File: config.mk
export PLATFORM = sky130hd
export DESIGN_NAME = tuple_record_parser_unit
export DESIGN_NICKNAME = d
export VERILOG_FILES = /design/src/rtl/trp_pkg.sv /design/src/rtl/trp_parser.sv /design/src/rtl/trp_fifo.sv /design/src/rtl/trp_emitter.sv /design/src/rtl/tuple_record_parser_unit.sv
export VERILOG_INCLUDE_DIRS = /design/src /design/src/rtl
export SDC_FILE = /design/constraint.sdc
export NUM_CORES = 1
export LEC_CHECK = 0
export ABC_AREA = 1
export BUFFER_PORTS_ARGS = -buffer_cell sky130_fd_sc_hd__buf_2
export CAP_MARGIN = 20
export CORE_MARGIN = 1.5
export CORE_UTILIZATION = 50
export DETAILED_ROUTE_END_ITERATION = 8
export GPL_ROUTABILITY_DRIVEN = 0
export PLACE_DENSITY = 0.68
export SYNTH_ARGS = -nofsm -noshare
export SYNTH_HDL_FRONTEND = slang
export SYNTH_SLANG_ARGS = --single-unit
export TNS_END_PERCENT = 50
File: constraint.sdc
create_clock -name clk_i -period 5.5 [get_ports clk_i]
set_clock_uncertainty 0.15 [all_clocks]
set_input_delay 0 -clock clk_i [delete_from_list [all_inputs] [get_ports clk_i]]
set_output_delay 0 -clock clk_i [all_outputs]
set_load 0.01 [all_outputs]
File: src/rtl/tuple_record_parser_unit_assert.svh
// Assertion macros of the record parser, used by the result queue module.
// Each macro expands to one labeled concurrent assertion with a reset guard.
`ifndef TUPLE_RECORD_PARSER_UNIT_ASSERT_SVH
`define TUPLE_RECORD_PARSER_UNIT_ASSERT_SVH

// The property must hold at every clock edge outside reset.
`define TRP_ASSERT(label, clk, rst_n, prop, msg) \
  label: assert property (@(posedge clk) disable iff (!rst_n) (prop)) else $error(msg);

// When the antecedent holds, the consequent must hold in the next cycle.
`define TRP_ASSERT_NEXT(label, clk, rst_n, ante, cons, msg) \
  label: assert property (@(posedge clk) disable iff (!rst_n) (ante) |=> (cons)) else $error(msg);

`endif

File: src/rtl/trp_pkg.sv
// Shared types and constants of the record parser.
// Used by the parser front end, the result queue, the emitter and the top level.
package trp_pkg;

  localparam int FIFO_DEPTH = 4;
  localparam int FIFO_AW    = $clog2(FIFO_DEPTH);
  localparam int FIFO_CW    = $clog2(FIFO_DEPTH + 1);

  localparam logic CFG_INT_CODE = 1'b0;
  localparam logic CFG_STR_CODE = 1'b1;

  typedef enum logic [2:0] {
    KIND_INT       = 3'd0,
    KIND_STR_BYTE  = 3'd1,
    KIND_EMPTY_STR = 3'd2,
    KIND_EMPTY_REC = 3'd3,
    KIND_ERROR     = 3'd4
  } kind_e;

  typedef enum logic [1:0] {
    ERR_NONE      = 2'd0,
    ERR_TRUNC     = 2'd1,
    ERR_STR_LONG  = 2'd2,
    ERR_BAD_TYPE  = 2'd3
  } err_e;

  typedef struct packed {
    kind_e              kind;
    logic signed [31:0] value;
    logic [15:0]        field_index;
    logic               end_of_field;
    logic               end_of_record;
    err_e               error_code;
  } result_t;

  typedef struct packed {
    logic full;
    logic empty;
  } fifo_status_t;

endpackage

File: src/rtl/trp_parser.sv
// Front end of the record parser: accepts bytes, tracks the record state
// and pushes finished results into the result queue. Depends on trp_pkg.
module trp_parser (
  input  logic                  clk_i,
  input  logic                  rst_ni,
  input  logic                  cfg_we_i,
  input  logic                  cfg_idx_i,
  input  logic [7:0]            cfg_data_i,
  input  logic                  in_valid_i,
  output logic                  in_stall_o,
  input  logic [7:0]            data_byte_i,
  input  logic                  buffer_end_i,
  input  trp_pkg::fifo_status_t fifo_status_i,
  output logic                  push_o,
  output trp_pkg::result_t      result_o
);

  typedef enum logic [2:0] {
    PH_IDLE     = 3'd0,
    PH_COUNT_HI = 3'd1,
    PH_TYPE     = 3'd2,
    PH_INT      = 3'd3,
    PH_LEN      = 3'd4,
    PH_STR      = 3'd5,
    PH_DRAIN    = 3'd6
  } phase_e;

  phase_e      phase_q, phase_d;
  logic [1:0]  byte_pos_q, byte_pos_d;
  logic [15:0] fields_left_q, fields_left_d;
  logic [15:0] cur_field_q, cur_field_d;
  logic [31:0] asm_q, asm_d;
  logic [31:0] str_left_q, str_left_d;
  logic [7:0]  int_code_q, str_code_q;

  logic                  accept;
  logic                  last;
  logic [31:0]           asm_new;
  logic [15:0]           count;
  logic                  fin;
  trp_pkg::kind_e        fin_kind;
  logic [31:0]           fin_value;
  logic                  emit;
  trp_pkg::result_t      res;

  assign in_stall_o = fifo_status_i.full;
  assign accept     = in_valid_i && !fifo_status_i.full;
  assign last       = buffer_end_i;
  assign asm_new    = asm_q | (32'(data_byte_i) << {byte_pos_q, 3'b000});
  assign count      = {data_byte_i, asm_q[7:0]};

  always_comb begin
    phase_d       = phase_q;
    byte_pos_d    = byte_pos_q;
    fields_left_d = fields_left_q;
    cur_field_d   = cur_field_q;
    asm_d         = asm_q;
    str_left_d    = str_left_q;
    fin           = 1'b0;
    fin_kind      = trp_pkg::KIND_INT;
    fin_value     = '0;
    emit          = 1'b0;
    res           = '0;
    res.kind       = trp_pkg::KIND_ERROR;
    res.error_code = trp_pkg::ERR_NONE;
    if (accept) begin
      case (phase_q)
        PH_COUNT_HI: begin
          cur_field_d = '0;
          if (count == 16'd0) begin
            fields_left_d     = '0;
            emit              = 1'b1;
            res.kind          = trp_pkg::KIND_EMPTY_REC;
            res.end_of_record = 1'b1;
            phase_d           = last ? PH_IDLE : PH_DRAIN;
            byte_pos_d        = '0;
          end else begin
            fields_left_d = count;
            if (last) begin
              emit           = 1'b1;
              res.error_code = trp_pkg::ERR_TRUNC;
              phase_d        = PH_IDLE;
              byte_pos_d     = '0;
            end else begin
              phase_d = PH_TYPE;
            end
          end
        end
        PH_TYPE: begin
          if (data_byte_i == int_code_q || data_byte_i == str_code_q) begin
            phase_d    = (data_byte_i == int_code_q) ? PH_INT : PH_LEN;
            byte_pos_d = '0;
            asm_d      = '0;
            if (last) begin
              emit            = 1'b1;
              res.field_index = cur_field_q;
              res.error_code  = trp_pkg::ERR_TRUNC;
              phase_d         = PH_IDLE;
            end
          end else begin
            emit            = 1'b1;
            res.field_index = cur_field_q;
            res.error_code  = trp_pkg::ERR_BAD_TYPE;
            phase_d         = last ? PH_IDLE : PH_DRAIN;
            byte_pos_d      = '0;
          end
        end
        PH_INT, PH_LEN: begin
          asm_d = asm_new;
          if (byte_pos_q != 2'd3) begin
            byte_pos_d = byte_pos_q + 2'd1;
            if (last) begin
              emit            = 1'b1;
              res.field_index = cur_field_q;
              res.error_code  = trp_pkg::ERR_TRUNC;
              phase_d         = PH_IDLE;
              byte_pos_d      = '0;
            end
          end else begin
            byte_pos_d = '0;
            if (phase_q == PH_INT) begin
              fin       = 1'b1;
              fin_kind  = trp_pkg::KIND_INT;
              fin_value = asm_new;
            end else if (asm_new == 32'd0) begin
              fin       = 1'b1;
              fin_kind  = trp_pkg::KIND_EMPTY_STR;
              fin_value = '0;
            end else if (last) begin
              emit            = 1'b1;
              res.field_index = cur_field_q;
              res.error_code  = trp_pkg::ERR_STR_LONG;
              phase_d         = PH_IDLE;
            end else begin
              str_left_d = asm_new;
              phase_d    = PH_STR;
            end
          end
        end
        PH_STR: begin
          if (str_left_q <= 32'd1) begin
            str_left_d = '0;
            fin        = 1'b1;
            fin_kind   = trp_pkg::KIND_STR_BYTE;
            fin_value  = 32'(data_byte_i);
          end else begin
            str_left_d      = str_left_q - 32'd1;
            emit            = 1'b1;
            res.kind        = trp_pkg::KIND_STR_BYTE;
            res.value       = 32'(data_byte_i);
            res.field_index = cur_field_q;
            if (last) begin
              res.error_code = trp_pkg::ERR_STR_LONG;
              phase_d        = PH_IDLE;
              byte_pos_d     = '0;
            end
          end
        end
        PH_DRAIN: begin
          if (last) begin
            phase_d    = PH_IDLE;
            byte_pos_d = '0;
          end
        end
        default: begin
          cur_field_d   = '0;
          fields_left_d = '0;
          byte_pos_d    = '0;
          asm_d         = 32'(data_byte_i);
          if (last) begin
            emit           = 1'b1;
            res.error_code = trp_pkg::ERR_TRUNC;
            phase_d        = PH_IDLE;
          end else begin
            phase_d = PH_COUNT_HI;
          end
        end
      endcase

      if (fin) begin
        emit             = 1'b1;
        res.kind         = fin_kind;
        res.value        = fin_value;
        res.field_index  = cur_field_q;
        res.end_of_field = 1'b1;
        byte_pos_d       = '0;
        if (fields_left_q <= 16'd1) begin
          fields_left_d     = '0;
          res.end_of_record = 1'b1;
          phase_d           = last ? PH_IDLE : PH_DRAIN;
        end else begin
          fields_left_d = fields_left_q - 16'd1;
          cur_field_d   = cur_field_q + 16'd1;
          if (last) begin
            res.error_code = trp_pkg::ERR_TRUNC;
            phase_d        = PH_IDLE;
          end else begin
            phase_d = PH_TYPE;
          end
        end
      end
    end
  end

  assign push_o   = emit;
  assign result_o = res;

  always_ff @(posedge clk_i or negedge rst_ni) begin
    if (!rst_ni) begin
      phase_q       <= PH_IDLE;
      byte_pos_q    <= '0;
      fields_left_q <= '0;
      cur_field_q   <= '0;
      asm_q         <= '0;
      str_left_q    <= '0;
      int_code_q    <= 8'd0;
      str_code_q    <= 8'd1;
    end else begin
      phase_q       <= phase_d;
      byte_pos_q    <= byte_pos_d;
      fields_left_q <= fields_left_d;
      cur_field_q   <= cur_field_d;
      asm_q         <= asm_d;
      str_left_q    <= str_left_d;
      if (cfg_we_i && cfg_idx_i == trp_pkg::CFG_INT_CODE) begin
        int_code_q <= cfg_data_i;
      end
      if (cfg_we_i && cfg_idx_i == trp_pkg::CFG_STR_CODE) begin
        str_code_q <= cfg_data_i;
      end
    end
  end

endmodule

File: src/rtl/trp_fifo.sv
// Short result queue between the parser front end and the output emitter.
// Depends on trp_pkg and on the assertion macros header.
`include "tuple_record_parser_unit_assert.svh"

module trp_fifo (
  input  logic                  clk_i,
  input  logic                  rst_ni,
  input  logic                  push_i,
  input  trp_pkg::result_t      data_i,
  input  logic                  pop_i,
  output trp_pkg::fifo_status_t status_o,
  output trp_pkg::result_t      data_o
);

  trp_pkg::result_t               mem_q [trp_pkg::FIFO_DEPTH];
  logic [trp_pkg::FIFO_AW-1:0]    wr_ptr_q, wr_ptr_d;
  logic [trp_pkg::FIFO_AW-1:0]    rd_ptr_q, rd_ptr_d;
  logic [trp_pkg::FIFO_CW-1:0]    count_q, count_d;

  assign status_o.full  = (count_q == trp_pkg::FIFO_CW'(trp_pkg::FIFO_DEPTH));
  assign status_o.empty = (count_q == '0);
  assign data_o         = mem_q[rd_ptr_q];

  always_comb begin
    wr_ptr_d = push_i ? wr_ptr_q + trp_pkg::FIFO_AW'(1) : wr_ptr_q;
    rd_ptr_d = pop_i ? rd_ptr_q + trp_pkg::FIFO_AW'(1) : rd_ptr_q;
    count_d  = count_q;
    if (push_i && !pop_i) begin
      count_d = count_q + trp_pkg::FIFO_CW'(1);
    end else if (pop_i && !push_i) begin
      count_d = count_q - trp_pkg::FIFO_CW'(1);
    end
  end

  always_ff @(posedge clk_i) begin
    if (push_i) begin
      mem_q[wr_ptr_q] <= data_i;
    end
  end

  always_ff @(posedge clk_i or negedge rst_ni) begin
    if (!rst_ni) begin
      wr_ptr_q <= '0;
      rd_ptr_q <= '0;
      count_q  <= '0;
    end else begin
      wr_ptr_q <= wr_ptr_d;
      rd_ptr_q <= rd_ptr_d;
      count_q  <= count_d;
    end
  end

  `TRP_ASSERT(a_count_range, clk_i, rst_ni, count_q <= trp_pkg::FIFO_CW'(trp_pkg::FIFO_DEPTH), "queue count out of range")
  `TRP_ASSERT(a_no_overflow, clk_i, rst_ni, !(push_i && status_o.full), "push into full queue")
  `TRP_ASSERT(a_no_underflow, clk_i, rst_ni, !(pop_i && status_o.empty), "pop from empty queue")
  `TRP_ASSERT_NEXT(a_push_grows, clk_i, rst_ni, push_i && !pop_i, count_q == $past(count_q) + trp_pkg::FIFO_CW'(1), "queue count did not grow")

endmodule

File: src/rtl/trp_emitter.sv
// Back end of the record parser: takes results from the queue into the
// output register and holds them while the receiver stalls. Depends on trp_pkg.
module trp_emitter (
  input  logic                  clk_i,
  input  logic                  rst_ni,
  input  trp_pkg::fifo_status_t fifo_status_i,
  input  trp_pkg::result_t      fifo_data_i,
  output logic                  pop_o,
  input  logic                  out_stall_i,
  output logic                  out_valid_o,
  output trp_pkg::result_t      result_o
);

  logic             valid_q, valid_d;
  trp_pkg::result_t result_q;

  assign pop_o = !fifo_status_i.empty && (!valid_q || !out_stall_i);

  always_comb begin
    valid_d = valid_q;
    if (pop_o) begin
      valid_d = 1'b1;
    end else if (!out_stall_i) begin
      valid_d = 1'b0;
    end
  end

  always_ff @(posedge clk_i or negedge rst_ni) begin
    if (!rst_ni) begin
      valid_q <= 1'b0;
    end else begin
      valid_q <= valid_d;
    end
  end

  always_ff @(posedge clk_i) begin
    if (pop_o) begin
      result_q <= fifo_data_i;
    end
  end

  assign out_valid_o = valid_q;
  assign result_o    = result_q;

endmodule

File: src/rtl/tuple_record_parser_unit.sv
// Top level of the streaming record parser: type-length-value bytes in,
// integer values and string bytes out. Depends on trp_pkg and its submodules.
//
// The input channel takes one record byte per item, with buffer_end marking
// the last byte of the buffer. The output channel gives at most one result
// per input item: an integer, a string byte, an empty string, an empty record
// or an error, with field index and end-of-field and end-of-record flags.
// Both channels use valid and stall; an item moves when valid is high and
// stall is low. The two type codes are written through the configuration
// port; the user must write them only while no record is in flight, and
// the block itself does not enforce it. A byte is taken every cycle while
// the four-entry result queue has room, so the sustained rate is one byte
// per cycle. Each result passes the queue and then the output register.
// When the receiver stalls, the output register holds its result and the
// queue fills; input stall rises only once the queue is full.
// Reset empties the queue, clears out_valid, returns the parser to idle
// and restores the type codes to 0 for integers and 1 for strings.
module tuple_record_parser_unit (
  input  logic               clk_i,
  input  logic               rst_ni,
  input  logic               cfg_we_i,
  input  logic               cfg_idx_i,
  input  logic [7:0]         cfg_data_i,
  input  logic               in_valid_i,
  output logic               in_stall_o,
  input  logic [7:0]         data_byte_i,
  input  logic               buffer_end_i,
  output logic               out_valid_o,
  input  logic               out_stall_i,
  output logic [2:0]         kind_o,
  output logic signed [31:0] value_o,
  output logic [15:0]        field_index_o,
  output logic               end_of_field_o,
  output logic               end_of_record_o,
  output logic [1:0]         error_code_o
);

  trp_pkg::fifo_status_t fifo_status;
  trp_pkg::result_t      push_data;
  trp_pkg::result_t      pop_data;
  trp_pkg::result_t      out_result;
  logic                  push;
  logic                  pop;

  trp_parser u_parser (
    .clk_i         (clk_i),
    .rst_ni        (rst_ni),
    .cfg_we_i      (cfg_we_i),
    .cfg_idx_i     (cfg_idx_i),
    .cfg_data_i    (cfg_data_i),
    .in_valid_i    (in_valid_i),
    .in_stall_o    (in_stall_o),
    .data_byte_i   (data_byte_i),
    .buffer_end_i  (buffer_end_i),
    .fifo_status_i (fifo_status),
    .push_o        (push),
    .result_o      (push_data)
  );

  trp_fifo u_fifo (
    .clk_i    (clk_i),
    .rst_ni   (rst_ni),
    .push_i   (push),
    .data_i   (push_data),
    .pop_i    (pop),
    .status_o (fifo_status),
    .data_o   (pop_data)
  );

  trp_emitter u_emitter (
    .clk_i         (clk_i),
    .rst_ni        (rst_ni),
    .fifo_status_i (fifo_status),
    .fifo_data_i   (pop_data),
    .pop_o         (pop),
    .out_stall_i   (out_stall_i),
    .out_valid_o   (out_valid_o),
    .result_o      (out_result)
  );

  assign kind_o          = out_result.kind;
  assign value_o         = out_result.value;
  assign field_index_o   = out_result.field_index;
  assign end_of_field_o  = out_result.end_of_field;
  assign end_of_record_o = out_result.end_of_record;
  assign error_code_o    = out_result.error_code;

endmodule

Word level (Yosys, flattened, before mapping). Memory sizes are Yosys's and may differ from the RTL's. A register that Yosys moved wholly into a read port is not among the register bits. Index checks and enable logic that the tools add are counted.

Memory bits (writable): 220. Register bits after elaboration: 125. Input port bits: 23. Memories kept: 1.

Shift-type cells: 1. Bitwise gates (word level): 3. Order comparisons: 2. Mux-type cells: 95. Equality and inequality tests: 20. Add/subtract/negate cells: 8. Reduce and logical (&&, ||, !) cells: 27.

Memories: u_fifo.mem_q (depth 4, bits a word 55, rd ports 1, clocked after memory_dff 1, write ports 1, line trp_fifo.sv:15) `trp_pkg::result_t mem_q [trp_pkg::FIFO_DEPTH];`.

Operator list (number): two-way mux 32 bit (9); two-way mux 16 bit (11); case mux 32 bit (2 select lines) (2); two-way mux 55 bit (2); case mux 32 bit (3 select lines) (1); two-way mux 3 bit (18); two-way mux 51 bit (1); case mux 16 bit (3 select lines) (1); two-way mux 2 bit (17); <= comparator 32 x 1 -> 1 bit (second input constant) (1); zero test 32 bit (1); bitwise OR 32 bit (1); case mux 16 bit (2 select lines) (1); left shift 8 x 5 -> 32 bit (1); subtractor 32 x 1 -> 32 bit (second input constant) (1); two-way mux 1 bit (24); adder 16 x 1 -> 16 bit (second input constant) (1); == test 8 bit (2); <= comparator 16 x 1 -> 1 bit (second input constant) (1); zero test 16 bit (1); subtractor 16 x 1 -> 16 bit (second input constant) (1); case mux 3 bit (5 select lines) (1); == test 3 bit (second input constant) (4); case mux 3 bit (2 select lines) (2); other kinds (27) (51).

Longest topological paths before layout. Gate-level depths: netlist (run 1).

Depth in word-level cells: 14. Gate-level depth with buffers: 19. Gate-level depth less buffers: 18.

Hierarchy. From an unflattened synthesis (run 1), not the netlist that was laid out.

Cells, all modules: 2199. Area, all modules: 20399.6 µm².

By module, submodules not included: trp_fifo (instances 1, cells an instance 690, area an instance 9611.7 µm², seq. area each 6781.5 µm²); trp_parser (instances 1, cells an instance 1450, area an instance 9095.0 µm², seq. area each 2929.1 µm²); trp_emitter (instances 1, cells an instance 59, area an instance 1692.9 µm², seq. area each 1676.6 µm²).

Worst setup path after synthesis (run 1). OpenSTA, ideal clock, no wires.

Path type: reg2reg. Start: register u_parser.str_left_q[0]. End: memory u_fifo.mem_q[0][0] (netlist name) (enable). Data arrival time: 4.149 ns. Stages on the path, launching flop included: 15. Setup slack: 0.732 ns. Library setup time: 0.468 ns. Clock period less this slack: 4.768 ns. Cell sequence: dfrtp_1 > inv_1 > ha_1 > nand2_1 > nor2_2 > nor2_1 > nor2_1 > nand2_1 > nand2_1 > inv_2 > nand2_4 > nand2_4 > nand2_1 > inv_2 > nor2_1.

Longest elaborated chain between the ends: 8. Elaborated cells on any way between the ends: 10. Those cells by class: order compare (1); mux (9).

Ends and longest elaborated chain: start, declared (line trp_parser.sv:33) `logic [31:0] str_left_q, str_left_d;`; start signal, assigned (line trp_parser.sv:224) `str_left_q <= str_left_d;`; <= comparator 32 x 1 -> 1 bit (*) (line trp_parser.sv:141) `if (str_left_q <= 32'd1) begin`; two-way mux 1 bit (line trp_parser.sv:141); case mux 1 bit (2 select lines) (line trp_parser.sv:67) `case (phase_q)`; two-way mux 1 bit (line trp_parser.sv:66) `if (accept) begin`; two-way mux 1 bit (*) (line trp_parser.sv:180) `if (fin) begin`; two-way mux 1 bit (*) (line trp_parser.sv:66); via push (line tuple_record_parser_unit.sv:42) `logic push;`; two-way mux 1 bit (*) (line trp_fifo.sv:36) `if (push_i) begin`; two-way mux 1 bit (implied by the code) (*) (line trp_fifo.sv:37) `mem_q[wr_ptr_q] <= data_i;`; end, declared (line trp_fifo.sv:15).

The timed path passes the listed nets; every way through them passes the cells marked *. The select of a mux whose other input is x is not followed.

Final worst setup path (run 1).
Start: register u_parser.byte_pos_q[1]. End: register u_fifo.count_q[1] (netlist name).

Elaborated cells on any way between the ends: 20. Those cells by class: eq/ne (1); shift (1); mux (12); bitwise (1); reduce/logical (5).

RTL lines: start, declared (line trp_parser.sv:29) `logic [1:0] byte_pos_q, byte_pos_d;`; start signal, assigned (line trp_parser.sv:220) `byte_pos_q <= byte_pos_d;`; left shift 8 x 5 -> 32 bit (line trp_parser.sv:49) `assign asm_new = asm_q | (32'(data_byte_i) << {byte_pos_q, 3'b000});`; bitwise OR 32 bit (line trp_parser.sv:49); zero test 32 bit (line trp_parser.sv:125) `end else if (asm_new == 32'd0) begin`; two-way mux 1 bit (line trp_parser.sv:125); two-way mux 1 bit (line trp_parser.sv:121) `if (phase_q == PH_INT) begin`; two-way mux 1 bit (line trp_parser.sv:110) `if (byte_pos_q != 2'd3) begin`; case mux 1 bit (2 select lines) (line trp_parser.sv:67); two-way mux 1 bit (line trp_parser.sv:66); two-way mux 1 bit (*) (line trp_parser.sv:180); two-way mux 1 bit (*) (line trp_parser.sv:66); via push (line tuple_record_parser_unit.sv:42); logical AND 1 bit (*) (line trp_fifo.sv:28) `if (push_i && !pop_i) begin`; two-way mux 3 bit (*) (line trp_fifo.sv:28); via u_fifo.count_d, one bit (line trp_fifo.sv:18) `logic [trp_pkg::FIFO_CW-1:0] count_q, count_d;`; end signal, assigned (line trp_fifo.sv:49) `count_q <= count_d;`; end, declared (line trp_fifo.sv:18).

Marked as above. A chain may end at the register's enable or synchronous reset.

==> qor.yml, run 1 <==
status: "complete, no violations"
layout-area-overhead-vs-synth_pct: 13.6
fin_cells: 2584
hpwl_um: 29000
cellLeakagePower_nw: 8.59
drc_errors: 0
initial_utilization: 0.505
hold_viol: 0
numCtsBuffers: 42
period_share: 0.820
final_nets: 2075
setup_violations: 0
async_flop_share: 0.313
die_w_um: 197
cts_max_level: 2
layout_common_cells: "450 x nand2_1, 288 x nor2_1, 275 x edfxtp_1"
required_ns: 5.80
ys_seq_area_frac: 0.603
slew_headroom: 0.274
antenna_cells: 0
min_path_type: "in2reg"
criticalPathCategory: "reg2reg"
placed_cells: 2471
grt_start_max_net_pins: 112
yosys_register_bits: 400
vias_per_cell: 5.54
clk_pin_slew_ns: 0.06
antenna_found_initial: 0
avgSynthCellArea_um2: 9.61
grt.overflow.total: 0
portBuffers: 79
synth_edf_count: 275
tritoncts: "done"
ir_worst_vdd_mv: 0.297
ant_nets: 0
synth_flop_cell: "edfxtp_1"
rsz0062_at_grt: "false"
hold_path_depth: 4
grt_usage: 0.239
powerDensity_nw_per_um2: 547
cp_max_fo: 41
layout-drive-gt1-share: 0.106
cts.sinks: 400
grt_pass1_wl_um: 73300
post_cts_buffers: 0
clk_latency_ns: 0.57
reg2reg_depth: 13
route.vias.total: 14300
layout_commonest_cell: "nand2_1"
fin_util: 0.574
design.die.area_um2: 39000
wl_per_cell_um: 17.5
die_h_um: 197
end_kind: "flop"
drt_iter0_markers: 1500
syn_inst: 1966
cts_buffer_depth: 3
drv_cap: 0
syn_area_um2: 18900
tightestPinTransition_ns: 1.09
cp.arrival_ns: 4.81
fmax_ghz: 0.222
io_pins: 80
core.rowCount: 71
ys.warnings.count: 0
syn_nets: 2001
core-area_um2: 37400
firstDrtPassIters: 7
period_minus_slack_ns: 4.51
cp-start-kind: "flop"
cts_root_buf: "clkbuf_16"
final.setup.tns_ns: 0
grt_pass1_vias: 13900
yosysUniqueCellTypes: 51
wirelength_um: 45300
drv_slew: 0
cell usage after synthesis, drive strengths merged (4+ instances only):
| cell type | instances | area, µm² |
|---|---|---|
| nand3 | 88 | 460 |
| dfrtp | 124 | 3100 |
| buf | 42 | 274 |
| nor3b | 9 | 108 |
| nand2 | 458 | 1760 |
| a21boi | 5 | 37.5 |
| o22ai | 80 | 500 |
| a21oi | 12 | 60.1 |
| inv | 126 | 473 |
| xnor2 | 30 | 263 |
| or2 | 4 | 25.0 |
| nor4 | 4 | 25.0 |
| nand4 | 11 | 68.8 |
| o21ai | 221 | 1120 |
| o31ai | 4 | 30.0 |
| nand3b | 4 | 30.0 |
| clkbuf | 59 | 221 |
| xor2 | 34 | 298 |
| nor3 | 34 | 180 |
| edfxtp | 275 | 8260 |
| ha | 11 | 138 |
| nor2 | 300 | 1160 |
| a22oi | 15 | 113 |
sequential cells by signal, summed over array words and instances (netlist names), 3 cells and up:
| register | cells |
|---|---|
| u_parser.str_left_q | 32 |
| u_parser.phase_q | 3 |
| u_emitter.result_o | 55 |
| u_parser.cur_field_q | 16 |
| u_parser.fields_left_q | 16 |
| u_parser.asm_q | 32 |
| u_fifo.mem_q | 220 |
| u_fifo.count_q | 3 |
| u_parser.int_code_q | 8 |
| u_parser.str_code_q | 8 |
worst max-delay path, cell delays in order (launching register included):
cell     delay, ns
dfrtp_1       0.67
ha_1          0.39
inv_1         0.17
nor2_4        0.06
inv_1         0.50
nand2_1       0.18
inv_2         0.32
nand2_4       0.38
nand2_4       0.37
nand2_1       0.19
ha_1          0.24
inv_1         0.11
fa_1          0.42
mux2_2        0.26
logic make-up (layout without fill, tap and decap cells):
logic type      count (synthesis)  count (layout)  synth area share
compound gates                347             347             0.104
xor+xnor                       64              64            0.0297
fa+ha+maj                      12              12           0.00835
buf+inv                       228             335            0.0515
flops                         400             400             0.603
mux                             1               1          0.000596
simple gates                  914             914             0.203
metal layers:
| layer | wire length, µm | GRT usage | up-vias |
|---|---|---|---|
| met1 | 19900 | 0.338 | 6808 |
| met4 | 1360 | 0.0868 | 0 |
| met3 | 3430 | 0.0338 | 95 |
| met5 | 0 | 0 | - |
| li1 | - | - | 6819 |
| met2 | 20600 | 0.378 | 602 |
worst paths after layout:
path                                   startpoint  slack (ns)                         end
max                        u_parser.byte_pos_q[1]        0.99           u_fifo.count_q[1]
min                                   out_stall_i        0.05       u_emitter.out_valid_o
max reg2reg                u_parser.byte_pos_q[1]        0.99           u_fifo.count_q[1]
min reg2reg                 u_emitter.out_valid_o        0.34       u_emitter.out_valid_o
max in group asynchronous                  rst_ni        3.11   u_parser.fields_left_q[5]
min in group asynchronous                  rst_ni        0.45  u_parser.fields_left_q[11]
repair_timing:
item / CTS / global route
hold buffers: 32 / 0
endpoints found under the hold margin: 171 / 0
resized for setup: 0 / 0
stage by stage:
stage	hold slack (ns)	setup slack (ns)	total power [mW]	area (µm²)
finish	0.0545	0.988	11.7	21400
CTS	0.0333	1.04	11.7	21400
global placement	0.0444	1.13	8.64	19600
global route	0.0888	0.697	12.5	21400
floorplan	-0.446	0.732	7.57	18900
detailed placement	0.0539	1.06	8.73	19600
final cells by class:
cell class	count	area, µm²
clock inverter	23	292
tap	511	639
sequential	400	11400
timing repair buffer	131	967
inverter	127	477
clock buffer	54	1130
fill	3158	16000
multi-input combinational	1338	6560
report_power, final:
group	switching [mW]	total, mW	leakage [nW]	internal, mW
combinational	2.93	4.34	3.66	1.41
sequential	0.351	4.48	4.24	4.13
clock	1.18	2.92	0.690	1.74
Power figures use the tool's default switching activity.
==> inputs of run 2 (changes only) <==
--- a/config.mk
+++ b/config.mk
@@ -6,7 +6,7 @@
 export SDC_FILE = /design/constraint.sdc
 export NUM_CORES = 1
 export LEC_CHECK = 0
-export ABC_AREA = 1
+export ABC_AREA = 0
 export BUFFER_PORTS_ARGS = -buffer_cell sky130_fd_sc_hd__buf_2
 export CAP_MARGIN = 20
 export CORE_MARGIN = 1.5
==> constraint.sdc (replaced) <==
create_clock -name clk_i -period 4.2 [get_ports clk_i]
set_clock_uncertainty 0.15 [all_clocks]
set_input_delay 0 -clock clk_i [delete_from_list [all_inputs] [get_ports clk_i]]
set_output_delay 0 -clock clk_i [all_outputs]
set_load 0.01 [all_outputs]
==> run 2 against run 1 <==
  * Sequential share of layout area is 3.7 points higher
  * Global-route usage fell by 1.7 points
  * Maximum frequency is 18% higher
  * Area after synthesis down 7.7%
  * Utilization up 0.87 points
  * Design area shrank 6.5%
  * Synthesized cell count is 36% lower
  * Clock power increased by 23%
  * Cell count shrank 28%
  * Setup slack lost 0.62 ns
  * Power is 15% higher
  * Largest cell class unchanged
  * Highest routed layer unchanged
==> qor.yml, run 2 <==
status: "complete, no violations"
hold_viol: 0
firstDrtPassIters: 5
tritoncts: "done"
combPwrFrac: 0.295
wl_per_cell_um: 21.1
period_minus_slack_ns: 3.83
cp_max_fo: 7
tightestPinTransition_ns: 0.831
cellLeakagePower_nw: 7.44
drv_cap: 0
min_path_type: "in2reg"
switching_share: 0.327
slew_headroom: 0.446
layout_common_cells: "275 x edfxtp_1, 122 x dfrtp_1, 108 x nor2_1"
rsz0062_at_grt: "false"
largest_reg_flops: 220
cts_max_level: 2
crit_buf_inv: 1
design.die.area_um2: 36000
top_register: "u_fifo.mem_q"
yosys_register_bits: 400
wirelength_um: 39100
seqPwrFrac: 0.440
antenna_cells: 0
ir_worst_vdd_mv: 0.394
cp-start-kind: "flop"
ys.warnings.count: 0
die_h_um: 190
layout_commonest_cell: "edfxtp_1"
ys_seq_area_frac: 0.653
antenna_found_initial: 0
core-area_um2: 34500
syn_area_um2: 17400
slowest_delay_ns: 0.52
drc_errors: 0
final.setup.tns_ns: 0
portBuffers: 79
synth_flop_cell: "edfxtp_1"
core.rowCount: 68
period_share: 0.913
cts_root_buf: "clkbuf_16"
drv_slew: 0
cts.sinks: 400
end_kind: "flop"
initial_utilization: 0.506
p_int_mw: 9.11
grt.overflow.total: 0
cts_resized: 0
powerDensity_nw_per_um2: 675
die_w_um: 190
slowest_stage: "or4_1"
clk_pin_slew_ns: 0.05
required_ns: 4.51
synth_area_leader_cell: "edfxtp_1"
switchingPower_mw: 4.43
grt_start_max_net_pins: 75
syn_inst: 1265
regToRegSetupSlack_ns: 0.37
layout-drive-gt1-share: 0.194
placed_cells: 1751
cts_buffer_depth: 3
syn_nets: 1300
synth_top_area_frac: 0.473
setup_violations: 0
yosys-top-cells-count: "275 x edfxtp_1, 124 x dfrtp_1, 108 x nor2_1"
yosysUniqueCellTypes: 77
whs_ns: 0.0960
synth.area.top_cells: "edfxtp_1 47%, dfrtp_1 18%, mux4_2 7.1%"
async_flop_share: 0.313
final_nets: 1405
crit_top_cell: "xor2_1"
yosysMostFrequentCell: "edfxtp_1"
p_clk_frac: 0.265
fmax_ghz: 0.261
grt_usage: 0.222
critPathTopFamily: "compound AO/OA/AOI/OAI gates"
cp.arrival_ns: 4.15
setup_slack_ns: 0.367
ant_nets: 0
clk_latency_ns: 0.54
layout-area-overhead-vs-synth_pct: 15.0
grt_pass1_wl_um: 61900
post_cts_buffers: 0
hpwl_um: 25700
synth_edf_count: 275
route.vias.total: 11300
fin_cells: 1854
avgSynthCellArea_um2: 13.8
numCtsBuffers: 42
io_pins: 80
vias_per_cell: 6.08
grt_pass1_vias: 10900
criticalPathCategory: "reg2reg"
drt_iter0_markers: 1073
path_cells: "or4_1, a2111oi_0, o2111a_1, and4_1, a21oi_2, a41oi_4, ha_1, inv_1, fa_1, xor2_1, nor2_1, xor2_1"
preCtsSetupSlack_ns: 0.487
-- run 2: stage by stage --
step	power (mW)	instance area (µm²)	utilization
2_1_floorplan	8.65	17400	-
3_3_place_gp	9.93	18400	0.534
3_5_place_dp	10.0	18400	0.534
4_1_cts	13.6	20000	0.581
5_1_grt	14.2	20100	0.582
6_report	13.5	20100	0.582
-- run 2: logic make-up (layout without fill, tap and decap cells) --
| kind of cell | count (synthesis) | count (layout) | share of synthesized area |
|---|---|---|---|
| flops | 400 | 400 | 0.653 |
| simple gates | 340 | 340 | 0.0981 |
| compound gates | 309 | 309 | 0.117 |
| buf+inv | 104 | 238 | 0.0261 |
| mux | 78 | 78 | 0.0857 |
| xor+xnor | 22 | 22 | 0.0110 |
| fa+ha+maj | 12 | 12 | 0.00904 |
-- run 2: timing repair --
action	CTS	global route
endpoints found under the setup margin	0	0
hold buffers	28	1
endpoints found under the hold margin	143	8
-- run 2: final timing paths --
check | end | cells after the start | from
min | u_emitter.out_valid_o | 4 | out_stall_i
max in group asynchronous | u_parser.str_code_q[0] | 5 | rst_ni
max | u_fifo.count_q[2] | 12 | u_parser.asm_q[18]
max reg2reg | u_fifo.count_q[2] | 12 | u_parser.asm_q[18]
min in group asynchronous | u_parser.str_left_q[14] | 3 | rst_ni
min reg2reg | u_fifo.count_q[2] | 1 | u_fifo.count_q[2]
-- run 2: cell type report --
type / instances / area [µm²]
fillers: 2685 / 14400
flip-flops and latches: 400 / 11400
multi-input cells: 761 / 5620
clock buffers: 62 / 1200
repair buffers: 139 / 1050
well taps: 455 / 569
clock inverters: 11 / 130
inverters: 26 / 97.6
-- run 2: routing by layer --
metal  GRT usage  vias up  routed length [µm]
li1            -     5110                   -
met1       0.323     5659               17400
met2       0.342      430               18200
met3      0.0395       68                2650
met4      0.0726        0                 944
met5           0        -                   0
-- run 2: power by group through the flow --
| stage | Combinational (mW) | Sequential (mW) | Clock [mW] |
|---|---|---|---|
| 2_1_floorplan | 2.81 | 5.84 | 0 |
| 3_3_place_gp | 3.93 | 6.00 | 0 |
| 3_5_place_dp | 3.96 | 6.05 | 0 |
| 4_1_cts | 4.01 | 5.98 | 3.66 |
| 5_1_grt | 4.36 | 6.09 | 3.81 |
| 6_report | 3.99 | 5.96 | 3.58 |
-- run 2: worst register-to-register path: stages (launching register included) --
cell	delay, ns
dfrtp_1	0.38
or4_1	0.52
a2111oi_0	0.44
o2111a_1	0.43
and4_1	0.36
a21oi_2	0.08
a41oi_4	0.30
ha_1	0.25
inv_1	0.06
fa_1	0.37
xor2_1	0.15
nor2_1	0.11
xor2_1	0.16
